--- src/rtl/core/four_to_two_audio_matrix_mixer_macros.svh ---
// assertion macros for the four-to-two audio matrix mixer
`ifndef FOUR_TO_TWO_AUDIO_MATRIX_MIXER_MACROS_SVH
`define FOUR_TO_TWO_AUDIO_MATRIX_MIXER_MACROS_SVH
`ifndef SYNTHESIS
// same-cycle implication
`define FTTM_ASSERT_IMPLIES(label, clk, rst_n, ante, cons) \
    label: assert property (@(posedge clk) disable iff (!(rst_n)) (ante) |-> (cons)) \
        else $error("assertion failed");
// next-cycle implication
`define FTTM_ASSERT_NEXT(label, clk, rst_n, ante, cons) \
    label: assert property (@(posedge clk) disable iff (!(rst_n)) (ante) |=> cons) \
        else $error("assertion failed");
`else
`define FTTM_ASSERT_IMPLIES(label, clk, rst_n, ante, cons)
`define FTTM_ASSERT_NEXT(label, clk, rst_n, ante, cons)
`endif
`endif

--- src/rtl/core/fttm_pkg.sv ---
// shared types, constants and coefficient table for the audio matrix mixer
`timescale 1ns / 1ps
package fttm_pkg;

    typedef logic signed [31:0] t_sample;
    typedef logic signed [48:0] t_prod;
    typedef logic signed [51:0] t_acc;
    typedef logic signed [15:0] t_out;
    typedef logic [16:0]        t_coef;
    typedef logic [2:0]         t_mode;

    localparam t_mode MODE_PASS       = 3'd0;
    localparam t_mode MODE_STEREO_C3  = 3'd1;
    localparam t_mode MODE_COMM_C3    = 3'd2;
    localparam t_mode MODE_COMM_C4    = 3'd3;
    localparam t_mode MODE_SPREAD     = 3'd4;

    localparam t_coef Q_ZERO = 17'd0;
    localparam t_coef Q_HALF = 17'd32768;
    localparam t_coef Q_0707 = 17'd46334;
    localparam t_coef Q_0866 = 17'd56754;
    localparam t_coef Q_ONE  = 17'd65536;

    localparam int HEADROOM = 5;

    // clip bounds: (2^31 - 1 - headroom) * 2^16 and (-2^31 + headroom) * 2^16
    localparam t_acc CLIP_HI = t_acc'((64'sd2147483647 - 64'(HEADROOM)) * 64'sd65536);
    localparam t_acc CLIP_LO = t_acc'((-64'sd2147483648 + 64'(HEADROOM)) * 64'sd65536);

    localparam logic ROW_LEFT  = 1'b0;
    localparam logic ROW_RIGHT = 1'b1;

    function automatic t_coef mix_coef(input t_mode mode, input logic row, input logic [1:0] ch);
        t_coef l [4];
        t_coef r [4];
        begin
            l = '{Q_ONE, Q_ZERO, Q_ZERO, Q_ZERO};
            r = '{Q_ZERO, Q_ONE, Q_ZERO, Q_ZERO};
            case (mode)
                MODE_PASS: begin
                end
                MODE_STEREO_C3: begin
                    l = '{Q_0707, Q_0707, Q_ZERO, Q_ZERO};
                    r = '{Q_ZERO, Q_ZERO, Q_ONE, Q_ZERO};
                end
                MODE_COMM_C3: begin
                    l = '{Q_ONE, Q_ZERO, Q_0707, Q_ZERO};
                    r = '{Q_ZERO, Q_ONE, Q_0707, Q_ZERO};
                end
                MODE_COMM_C4: begin
                    l = '{Q_ONE, Q_ZERO, Q_ZERO, Q_0707};
                    r = '{Q_ZERO, Q_ONE, Q_ZERO, Q_0707};
                end
                MODE_SPREAD: begin
                    l = '{Q_ONE, Q_ZERO, Q_0866, Q_HALF};
                    r = '{Q_ZERO, Q_ONE, Q_HALF, Q_0866};
                end
                default: begin
                end
            endcase
            mix_coef = (row == ROW_RIGHT) ? r[ch] : l[ch];
        end
    endfunction

endpackage

--- src/rtl/core/fttm_clip.sv ---
// sum, clip and scale stage for one output row
`timescale 1ns / 1ps
module fttm_clip (
    input  logic           i_clk,
    input  fttm_pkg::t_prod i_prod [4],
    output fttm_pkg::t_out o_out
);
    import fttm_pkg::*;

    t_acc acc;
    t_acc clipped;
    logic rnd;
    t_out n_out;
    t_out r_out;

    always_comb begin
        acc = t_acc'(i_prod[0]) + t_acc'(i_prod[1]) + t_acc'(i_prod[2]) + t_acc'(i_prod[3]);
        if (acc > CLIP_HI) begin
            clipped = CLIP_HI;
        end else if (acc < CLIP_LO) begin
            clipped = CLIP_LO;
        end else begin
            clipped = acc;
        end
        // divide by 2^32 toward zero: floor shift, then bump negatives with a remainder
        rnd   = clipped[51] && (|clipped[31:0]);
        n_out = t_out'(clipped[47:32] + {15'd0, rnd});
    end

    always_ff @(posedge i_clk) begin
        r_out <= n_out;
    end

    assign o_out = r_out;

endmodule

--- config.mk ---
export PLATFORM = sky130hd
export DESIGN_NAME = fttm_clip
export DESIGN_NICKNAME = d
export VERILOG_FILES = /design/src/rtl/core/four_to_two_audio_matrix_mixer_macros.svh /design/src/rtl/core/fttm_pkg.sv /design/src/rtl/core/fttm_clip.sv
export SDC_FILE = /design/constraint.sdc
export NUM_CORES = 1
export LEC_CHECK = 0
export ABC_AREA = 0
export BUFFER_PORTS_ARGS = -buffer_cell sky130_fd_sc_hd__buf_2
export CORE_AREA = 8 8 138 140
export CTS_CLUSTER_SIZE = 8
export DETAILED_ROUTE_END_ITERATION = 16
export DIE_AREA = 0 0 146 148
export PLACE_DENSITY_LB_ADDON = 0.1
export SLEW_MARGIN = 15
export SYNTH_ARGS = -nofsm -noshare
export SYNTH_HDL_FRONTEND = slang
export SYNTH_SLANG_ARGS = --single-unit
--- constraint.sdc ---
create_clock -name i_clk -period 17.8 [get_ports i_clk]
set_input_delay 2.67 -clock i_clk [delete_from_list [all_inputs] [get_ports i_clk]]
set_output_delay 2.67 -clock i_clk [all_outputs]
set_load 0.005 [all_outputs]
==> reports/qor.csv <==
metric;value;unit
relSlewSlack;0.5037;
first_pass_iters;5;
start_util;0.4394;
yosysSeqAreaShare;0.04304;
antenna_left;0;
path_class;input port to register;
grt_use_met3;0.03088;
grtUsageTotal;0.1709;
dpl.cell_count;1407;
max_stage_delay;0.56;ns
via_per_inst;5.028;
design_area;0.008725;mm2
synthArstFlopShare;0;
path_clk_slew;0.05;ns
detail_route.wl_per_cell;13.39;um
syn-num-nets;1346;
rsz0062_at_grt;no;
dieArea;0.02161;mm2
postCtsSetupBuffers;0;
mostFrequentLayoutCells;272 x inv_1, 212 x buf_2, 99 x fa_1, 72 x nand2_1, 68 x nor2_1;
cap_violations;0;
final_nets;1537;
cp-start-kind;input port;
holdWs;3.304;ns
netlist_area;0.007442;mm2
grt_util_met2;0.2774;
hpwl;16.92;mm
cts-htree-levels;1;
yosysWarnings;0;
grt_max_degree;19;
drive_gt1_frac;0.2142;
fmax;109.3;MHz
cp_data_arrival_time;9.28;ns
drc_errors;0;
synth.distinct_cells;87;
end_kind;register;
met1_usage;0.2395;
report.final.slew_viol_count;0;
tightest_slew;0.7391;ns
syn-instance-count;996;
placement_rows;48;
synth_edf_count;0;
grt_pass1_vias;7220;
grt_busiest_layer;met2;
grt_antenna_before_repair;0;
status;finished clean;
drtIter0Drc;383;
gp_congestion;0.8588;
coreArea;0.01694;mm2
dieHeight;148;um
finalCritPeriodShare;0.5139;
period_needed;9.147;ns
dpl_cell_area;0.008636;mm2
io_pins;213;
peakVddDrop;0.00005833;V
hold_buffers;0;
final_cells;1411;
clock_path_buffers;2;
syn_avg_cell_area;7.472;um2
leakage;4.640;nW
final-hold-violation-count;0;
nFillCells;1760;
routed_wirelength;18.90;mm
numPortBuffers;212;
critPathSlowestCell;fa_1;
largest_reg_flops;16;
required;17.93;ns
setup_tns;0;ns
powerDensity;116.3;mW/mm2
mostFrequentLayoutCell;inv_1;
ys_seq_elements;16;
antenna_cells;0;
min_path_type;register to output port;
clock-root-buffer;clkbuf_16;
cts_tree;done;
timing.critical_path.mode_cell;ha_1;
syn_to_final_growth;17.23;%
worstPathMaxFanout;12;
dr_total_vias;7094;
yosys_most_used_dff;dfxtp_1;
cts_sinks;16;
cts-buffers-inserted;3;
cts_resized;0;
die_w;146;um
setup_viol;0;
grt_pass1_wl;32.31;mm
grt_overflow;0;
## cells in the mapped netlist, types with 13 or more instances
cell | number | area share
nand2_1 | 72 | 0.036
nand3_1 | 14 | 0.0094
o21ai_0 | 28 | 0.019
ha_1 | 54 | 0.091
nand4_1 | 19 | 0.016
nor2_1 | 68 | 0.034
a21o_1 | 13 | 0.013
inv_1 | 272 | 0.14
dfxtp_1 | 16 | 0.043
fa_1 | 99 | 0.27
a21oi_1 | 57 | 0.038
o21ai_1 | 17 | 0.011
xnor2_1 | 26 | 0.031
## area by class of cell
cell class | count | area, um2 | area share
Tap cell | 225 | 281.5 | 0.03227
Multi-Input combinational cell | 682 | 5952 | 0.6822
Inverter | 272 | 1021 | 0.1170
Clock buffer | 4 | 88.84 | 0.01018
Sequential cell | 16 | 320.3 | 0.03671
Timing Repair Buffer | 212 | 1061 | 0.1216
## cells by family (layout without fill, tap and decap cells)
family / count (synthesis) / in the layout / share of synthesized area
xor gates and xnor gates: 39 / 39 / 0.04691
buffers and inverters: 298 / 488 / 0.1572
adders and majority gates: 153 / 153 / 0.3571
AOI/OAI and AO/OA: 227 / 227 / 0.2155
muxes: 5 / 5 / 0.007061
DFF: 16 / 16 / 0.04304
and+or+nand+nor: 258 / 258 / 0.1732
## through the flow
step	util	power [W]	worst slack (ns)
after floorplan	-	0.0007585	9.021
after global placement	0.5099	0.0009570	8.642
after detailed placement	0.5099	0.0009572	8.503
after CTS	0.5151	0.001011	8.675
after global routing	0.5151	0.001128	7.921
final	0.5151	0.001014	8.653
## where the power goes
part,switching (W),leakage (nW),internal (W),total [W]
clock network,0.0000131,0.0442,0.0000340,0.0000472
registers,0.00000424,0.134,0.0000556,0.0000598
logic,0.000554,4.46,0.000353,0.000907
total,0.000572,4.64,0.000443,0.00101
## final timing paths
| path | from | end | cells after the start |
|---|---|---|---|
| worst max-delay path | i_prod[1] | o_out[14]$_DFF_P_ | 29 |
| worst min-delay path | o_out[8]$_DFF_P_ | o_out[8] | 1 |
## per-layer routing
metal / vias to the layer above / share of wire
li1: 3628 / -
met1: 3244 / 0.49
met2: 211 / 0.44
met3: 11 / 0.065
met4: 0 / 0.0049
met5: - / 0
## worst max-delay path: cells and delay by family
kind	cells	cell delay [ns]
AO/OA/AOI/OAI	5	1.18
buffers and inverters	4	0.24
AND/OR/NAND/NOR	12	2.42
XOR/XNOR	1	0.12
adder cells (fa/ha/maj)	7	2.63
Note: power is estimated with default switching activity, not from simulation.
