$ cat src/rtl/core/four_to_two_audio_matrix_mixer_macros.svh
// assertion macros for the four-to-two audio matrix mixer
`ifndef FOUR_TO_TWO_AUDIO_MATRIX_MIXER_MACROS_SVH
`define FOUR_TO_TWO_AUDIO_MATRIX_MIXER_MACROS_SVH
`ifndef SYNTHESIS
// same-cycle implication
`define FTTM_ASSERT_IMPLIES(label, clk, rst_n, ante, cons) \
    label: assert property (@(posedge clk) disable iff (!(rst_n)) (ante) |-> (cons)) \
        else $error("assertion failed");
// next-cycle implication
`define FTTM_ASSERT_NEXT(label, clk, rst_n, ante, cons) \
    label: assert property (@(posedge clk) disable iff (!(rst_n)) (ante) |=> cons) \
        else $error("assertion failed");
`else
`define FTTM_ASSERT_IMPLIES(label, clk, rst_n, ante, cons)
`define FTTM_ASSERT_NEXT(label, clk, rst_n, ante, cons)
`endif
`endif

$ cat src/rtl/core/fttm_pkg.sv
// shared types, constants and coefficient table for the audio matrix mixer
`timescale 1ns / 1ps
package fttm_pkg;

    typedef logic signed [31:0] t_sample;
    typedef logic signed [48:0] t_prod;
    typedef logic signed [51:0] t_acc;
    typedef logic signed [15:0] t_out;
    typedef logic [16:0]        t_coef;
    typedef logic [2:0]         t_mode;

    localparam t_mode MODE_PASS       = 3'd0;
    localparam t_mode MODE_STEREO_C3  = 3'd1;
    localparam t_mode MODE_COMM_C3    = 3'd2;
    localparam t_mode MODE_COMM_C4    = 3'd3;
    localparam t_mode MODE_SPREAD     = 3'd4;

    localparam t_coef Q_ZERO = 17'd0;
    localparam t_coef Q_HALF = 17'd32768;
    localparam t_coef Q_0707 = 17'd46334;
    localparam t_coef Q_0866 = 17'd56754;
    localparam t_coef Q_ONE  = 17'd65536;

    localparam int HEADROOM = 5;

    // clip bounds: (2^31 - 1 - headroom) * 2^16 and (-2^31 + headroom) * 2^16
    localparam t_acc CLIP_HI = t_acc'((64'sd2147483647 - 64'(HEADROOM)) * 64'sd65536);
    localparam t_acc CLIP_LO = t_acc'((-64'sd2147483648 + 64'(HEADROOM)) * 64'sd65536);

    localparam logic ROW_LEFT  = 1'b0;
    localparam logic ROW_RIGHT = 1'b1;

    function automatic t_coef mix_coef(input t_mode mode, input logic row, input logic [1:0] ch);
        t_coef l [4];
        t_coef r [4];
        begin
            l = '{Q_ONE, Q_ZERO, Q_ZERO, Q_ZERO};
            r = '{Q_ZERO, Q_ONE, Q_ZERO, Q_ZERO};
            case (mode)
                MODE_PASS: begin
                end
                MODE_STEREO_C3: begin
                    l = '{Q_0707, Q_0707, Q_ZERO, Q_ZERO};
                    r = '{Q_ZERO, Q_ZERO, Q_ONE, Q_ZERO};
                end
                MODE_COMM_C3: begin
                    l = '{Q_ONE, Q_ZERO, Q_0707, Q_ZERO};
                    r = '{Q_ZERO, Q_ONE, Q_0707, Q_ZERO};
                end
                MODE_COMM_C4: begin
                    l = '{Q_ONE, Q_ZERO, Q_ZERO, Q_0707};
                    r = '{Q_ZERO, Q_ONE, Q_ZERO, Q_0707};
                end
                MODE_SPREAD: begin
                    l = '{Q_ONE, Q_ZERO, Q_0866, Q_HALF};
                    r = '{Q_ZERO, Q_ONE, Q_HALF, Q_0866};
                end
                default: begin
                end
            endcase
            mix_coef = (row == ROW_RIGHT) ? r[ch] : l[ch];
        end
    endfunction

endpackage

$ cat src/rtl/core/fttm_prod.sv
// product stage: four coefficient-times-sample products for one output row
`timescale 1ns / 1ps
module fttm_prod (
    input  logic             i_clk,
    input  fttm_pkg::t_mode  i_mode,
    input  logic             i_row,
    input  fttm_pkg::t_sample i_smp [4],
    output fttm_pkg::t_prod  o_prod [4]
);
    import fttm_pkg::*;

    t_prod r_prod [4];
    t_prod n_prod [4];

    always_comb begin
        for (int i = 0; i < 4; i++) begin
            n_prod[i] = t_prod'(i_smp[i])
                      * t_prod'($signed({1'b0, mix_coef(i_mode, i_row, 2'(i))}));
        end
    end

    always_ff @(posedge i_clk) begin
        r_prod <= n_prod;
    end

    assign o_prod = r_prod;

endmodule

$ cat config.mk
export PLATFORM = sky130hd
export DESIGN_NAME = fttm_prod
export DESIGN_NICKNAME = d
export VERILOG_FILES = /design/src/rtl/core/four_to_two_audio_matrix_mixer_macros.svh /design/src/rtl/core/fttm_pkg.sv /design/src/rtl/core/fttm_prod.sv
export SDC_FILE = /design/constraint.sdc
export NUM_CORES = 2
export LEC_CHECK = 0
export BUFFER_PORTS_ARGS = -buffer_cell sky130_fd_sc_hd__buf_2
export CAP_MARGIN = 20
export CELL_PAD_IN_SITES_DETAIL_PLACEMENT = 1
export CELL_PAD_IN_SITES_GLOBAL_PLACEMENT = 2
export CORE_MARGIN = 1
export CORE_UTILIZATION = 45
export CTS_BUF_LIST = sky130_fd_sc_hd__clkbuf_4 sky130_fd_sc_hd__clkbuf_8
export CTS_CLUSTER_DIAMETER = 100
export DETAILED_ROUTE_END_ITERATION = 8
export GPL_TIMING_DRIVEN = 0
export PLACE_DENSITY = 0.95
export SLEW_MARGIN = 30
export SYNTH_ARGS = -nofsm -noshare
export SYNTH_HDL_FRONTEND = slang
export SYNTH_SLANG_ARGS = --single-unit
export TNS_END_PERCENT = 20
$ cat constraint.sdc
create_clock -name i_clk -period 22.3 [get_ports i_clk]
set_input_delay 0 -clock i_clk [delete_from_list [all_inputs] [get_ports i_clk]]
set_output_delay 0 -clock i_clk [all_outputs]
set_load 0.03 [all_outputs]
==> results.md <==
* TritonCTS clock tree: yes
* Tightest Hold Check Type: primary input to flop
* Storage cell area at 3840 µm²
* Number of cells in the design after placement at 8,544
* Count of instances resized after the clock tree is built at 0
* Max Cap Viol at 0
* Final HPWL DP at 166,000 µm
* Number of buffers inserted during clock tree synthesis at 17
* Total Negative Setup Slacks at 0 ns
* Hold Path Cell Cnt at 6
* Number of enable flip-flop cells after synthesis at 0
* Category of the worst setup path capture point: flop
* Register bit total from synthesis at 192
* Vertical die dimension at 369 µm
* Area of the placeable core at 133,000 µm²
* Maximum number of pins on one net before global-route repair at 23
* Count of input and output buffers at 316
* Post-synth design cell area at 60,600 µm²
* Global-route wire length before repair at 291,000 µm
* Most frequent cells after synthesis: sky130_fd_sc_hd__inv_1, sky130_fd_sc_hd__fa_1, sky130_fd_sc_hd__ha_1
* Post-synth top area share at 46.2%
* Remaining number of nets flagged by the antenna check after routing at 0
* Minimum clock period at 9.31 ns
* Number of setup buffers added after CTS at 0
* Power density over the cells at 53.2 nW/µm²
* Number of top-level pins at 329
* Required time reported for the critical path endpoint at 22.92 ns
* Count of nets after finishing at 9,090
* Number of violations reported at the end of detailed-routing iteration 0 at 2,027
* Total global routing track utilization at 28.2%
* Count leader, synth: sky130_fd_sc_hd__inv_1
* Worst-case clock buffer depth at 2
* Root Buffer: sky130_fd_sc_hd__clkbuf_8
* Die Outline Area at 136,000 µm²
* Slew of the pin with the lowest slew margin at 0.974 ns
* Placer Congestion at 0.957
* DR pass1 iterations at 5
* Multi-input logic area at 48,100 µm²
* Combined buffer and inverter count along the critical path at 10
* Setup repair after global routing missed its margin: false
* Library cell occupying the most area in the post-synthesis netlist: sky130_fd_sc_hd__fa_1
* Via count at 43,900
* Number of failing setup endpoints in the final timing report at 0
* Number of buffers added to fix hold violations after cts at 7
* Flip-flop count of the largest register after layout at 192
* Achievable frequency at 107 MHz
* Type of element launching the critical path: primary input
* Cell with the largest stage delay on the worst path: sky130_fd_sc_hd__o31ai_1
* Maximum ir drop on the vdd rail at 75.2 µV
* Synth Instances at 6,455
* Status: completed
* Share of the cycle needed by the critical path after routing at 41.7%
* Post-synth cell types at 76
* CP peak stage delay at 0.77 ns
* Count of H-tree levels built during CTS at 4
* Post-route DRC violation count at 0
* Total non-filler cell area in the finished layout at 65,000 µm²
* Terminating pin of the worst hold path: o_prod[4]$_DFF_P_
* Final std cells w/o fill at 8,592
* Vias/cell at 5.11
* Max Fanout on Critical Path at 10
* Warnings from Yosys at 0
* Count of final max-slew check failures at 0
* Average wire length per cell after detail routing at 21.3 µm
* CP arrival at 9.93 ns
* Total gr overflow at 0
* Clock transition at path regs at 0.12 ns
* Fill cell instance count of the final layout at 15,600
* Top post-synthesis cells by area: sky130_fd_sc_hd__fa_1, sky130_fd_sc_hd__ha_1, sky130_fd_sc_hd__inv_1
* Initial antenna violation count at 29
* Headroom to the max-slew limit at 35.1%
* Final number of hold-violating endpoints at 0
* Dpl cell area at 64,400 µm²
* Primary FF master, synth: sky130_fd_sc_hd__dfxtp_1
* Vias in the first global route at 51,200
* Dominant delay contributor by cell family on the critical path: adder cells
* Launch instance of the worst min-delay path: i_smp[1]
* Leak Pwr at 36.9 nW
* Row count at 134
* Synth-to-layout area growth at 7.23%
* Synth async-reset ratio at 0%
* Sequential element share of the synthesized area at 6.34%
* Die X-Extent at 369 µm
* Starting Density at 45.4%
* Proportion of layout cells with a drive suffix above 1 at 5.62%
* Routed WL at 183,000 µm
* Number of clock sinks at 192
* Mean Syn Cell Area at 9.39 µm²
* Crit Path Class: primary input to flop
-- tightest hold or removal path, cell delays in order --
cell and delay [ns]:
sky130_fd_sc_hd__buf_2 0.12, sky130_fd_sc_hd__nand2_1 0.09, sky130_fd_sc_hd__inv_1 0.13, sky130_fd_sc_hd__ha_1 0.18
sky130_fd_sc_hd__ha_1 0.15, sky130_fd_sc_hd__ha_1 0.12
-- layout by cell type (no fill, tap or decap), types with 11 or more instances in the layout --
cell type | netlist | final
sky130_fd_sc_hd__o21ai_0 | 155 | 155
sky130_fd_sc_hd__nand3_1 | 53 | 53
sky130_fd_sc_hd__nand2_1 | 329 | 329
sky130_fd_sc_hd__buf_2 | 0 | 317
sky130_fd_sc_hd__and3_1 | 75 | 75
sky130_fd_sc_hd__o211ai_1 | 21 | 21
sky130_fd_sc_hd__nand4_1 | 21 | 21
sky130_fd_sc_hd__a21oi_1 | 187 | 187
sky130_fd_sc_hd__nor2b_1 | 51 | 51
sky130_fd_sc_hd__dfxtp_1 | 192 | 192
sky130_fd_sc_hd__and2_1 | 139 | 138
sky130_fd_sc_hd__clkbuf_8 | 0 | 17
sky130_fd_sc_hd__a31oi_1 | 35 | 35
sky130_fd_sc_hd__a211oi_1 | 18 | 18
sky130_fd_sc_hd__ha_1 | 757 | 757
sky130_fd_sc_hd__fa_1 | 1398 | 1398
sky130_fd_sc_hd__nor3_1 | 26 | 26
sky130_fd_sc_hd__inv_1 | 2150 | 2150
sky130_fd_sc_hd__o21bai_1 | 26 | 26
sky130_fd_sc_hd__nand2b_1 | 25 | 25
sky130_fd_sc_hd__xor2_1 | 53 | 53
sky130_fd_sc_hd__xnor2_1 | 151 | 151
sky130_fd_sc_hd__or2_2 | 11 | 11
sky130_fd_sc_hd__a21o_1 | 91 | 91
sky130_fd_sc_hd__clkbuf_1 | 133 | 131
sky130_fd_sc_hd__nor2_1 | 174 | 173
sky130_fd_sc_hd__o21a_1 | 22 | 22
-- where the power goes --
| group | leakage [nW] | internal [W] | total, W | switching, W |
|---|---|---|---|---|
| registers | 1.61 | 0.000489 | 0.000527 | 0.0000380 |
| clock network | 0.225 | 0.000100 | 0.000309 | 0.000209 |
| logic | 35.1 | 0.000938 | 0.00262 | 0.00168 |
-- through the flow --
step	utilization (%)	total power [W]	setup WS (ns)	hold WS [ns]
4_1_cts	48.7	0.00351	12.97	0.0612
6_report	48.7	0.00346	12.99	0.137
2_1_floorplan	-	0.00234	15.04	0.215
3_5_place_dp	48.3	0.00315	12.18	0.435
3_3_place_gp	48.3	0.00307	12.25	0.434
5_1_grt	48.7	0.00380	12.37	0.143
-- cells by family after synthesis --
family | share of synthesized area [%]
DFF | 6.34
AOI/OAI and AO/OA | 6.90
buffers and inverters | 14.2
other | 0.00619
xor gates and xnor gates | 2.95
and+or+nand+nor | 7.56
muxes | 0.173
adders and majority gates | 61.8
-- metal layers --
layer	vias to the layer above	share of wire, %	wire length (µm)	track usage (%)
li1	19800	-	-	-
met1	22800	39	72000	33.9
met2	1037	51	92700	49.2
met3	311	6.5	11900	7.16
met4	38	3.5	6330	9.25
met5	-	0.12	221	0
-- worst max-delay path by stage --
stage / to / startpoint / slack [ns] / depth (start not counted)
5_1_grt: o_prod[47]$_DFF_P_ / i_mode[2] / 12.37 / 30
2_1_floorplan: o_prod[48]$_DFF_P_ / i_mode[2] / 15.04 / 30
6_report: o_prod[47]$_DFF_P_ / i_mode[2] / 12.99 / 30
3_5_place_dp: o_prod[145]$_DFF_P_ / i_mode[2] / 12.18 / 28
3_3_place_gp: o_prod[48]$_DFF_P_ / i_mode[2] / 12.25 / 27
4_1_cts: o_prod[143]$_DFF_P_ / i_mode[2] / 12.97 / 28
-- final cells by class --
| cell class | count | area share [%] |
|---|---|---|
| buffer | 143 | 0.853 |
| antenna | 9 | 0.0347 |
| clock inverter | 15 | 0.339 |
| multi-input combinational | 3972 | 74.1 |
| sequential | 192 | 5.92 |
| timing repair buffer | 324 | 2.55 |
| tap | 1768 | 3.40 |
| inverter | 2152 | 12.4 |
| clock buffer | 17 | 0.360 |
Note: power is estimated with default switching activity, not from simulation.
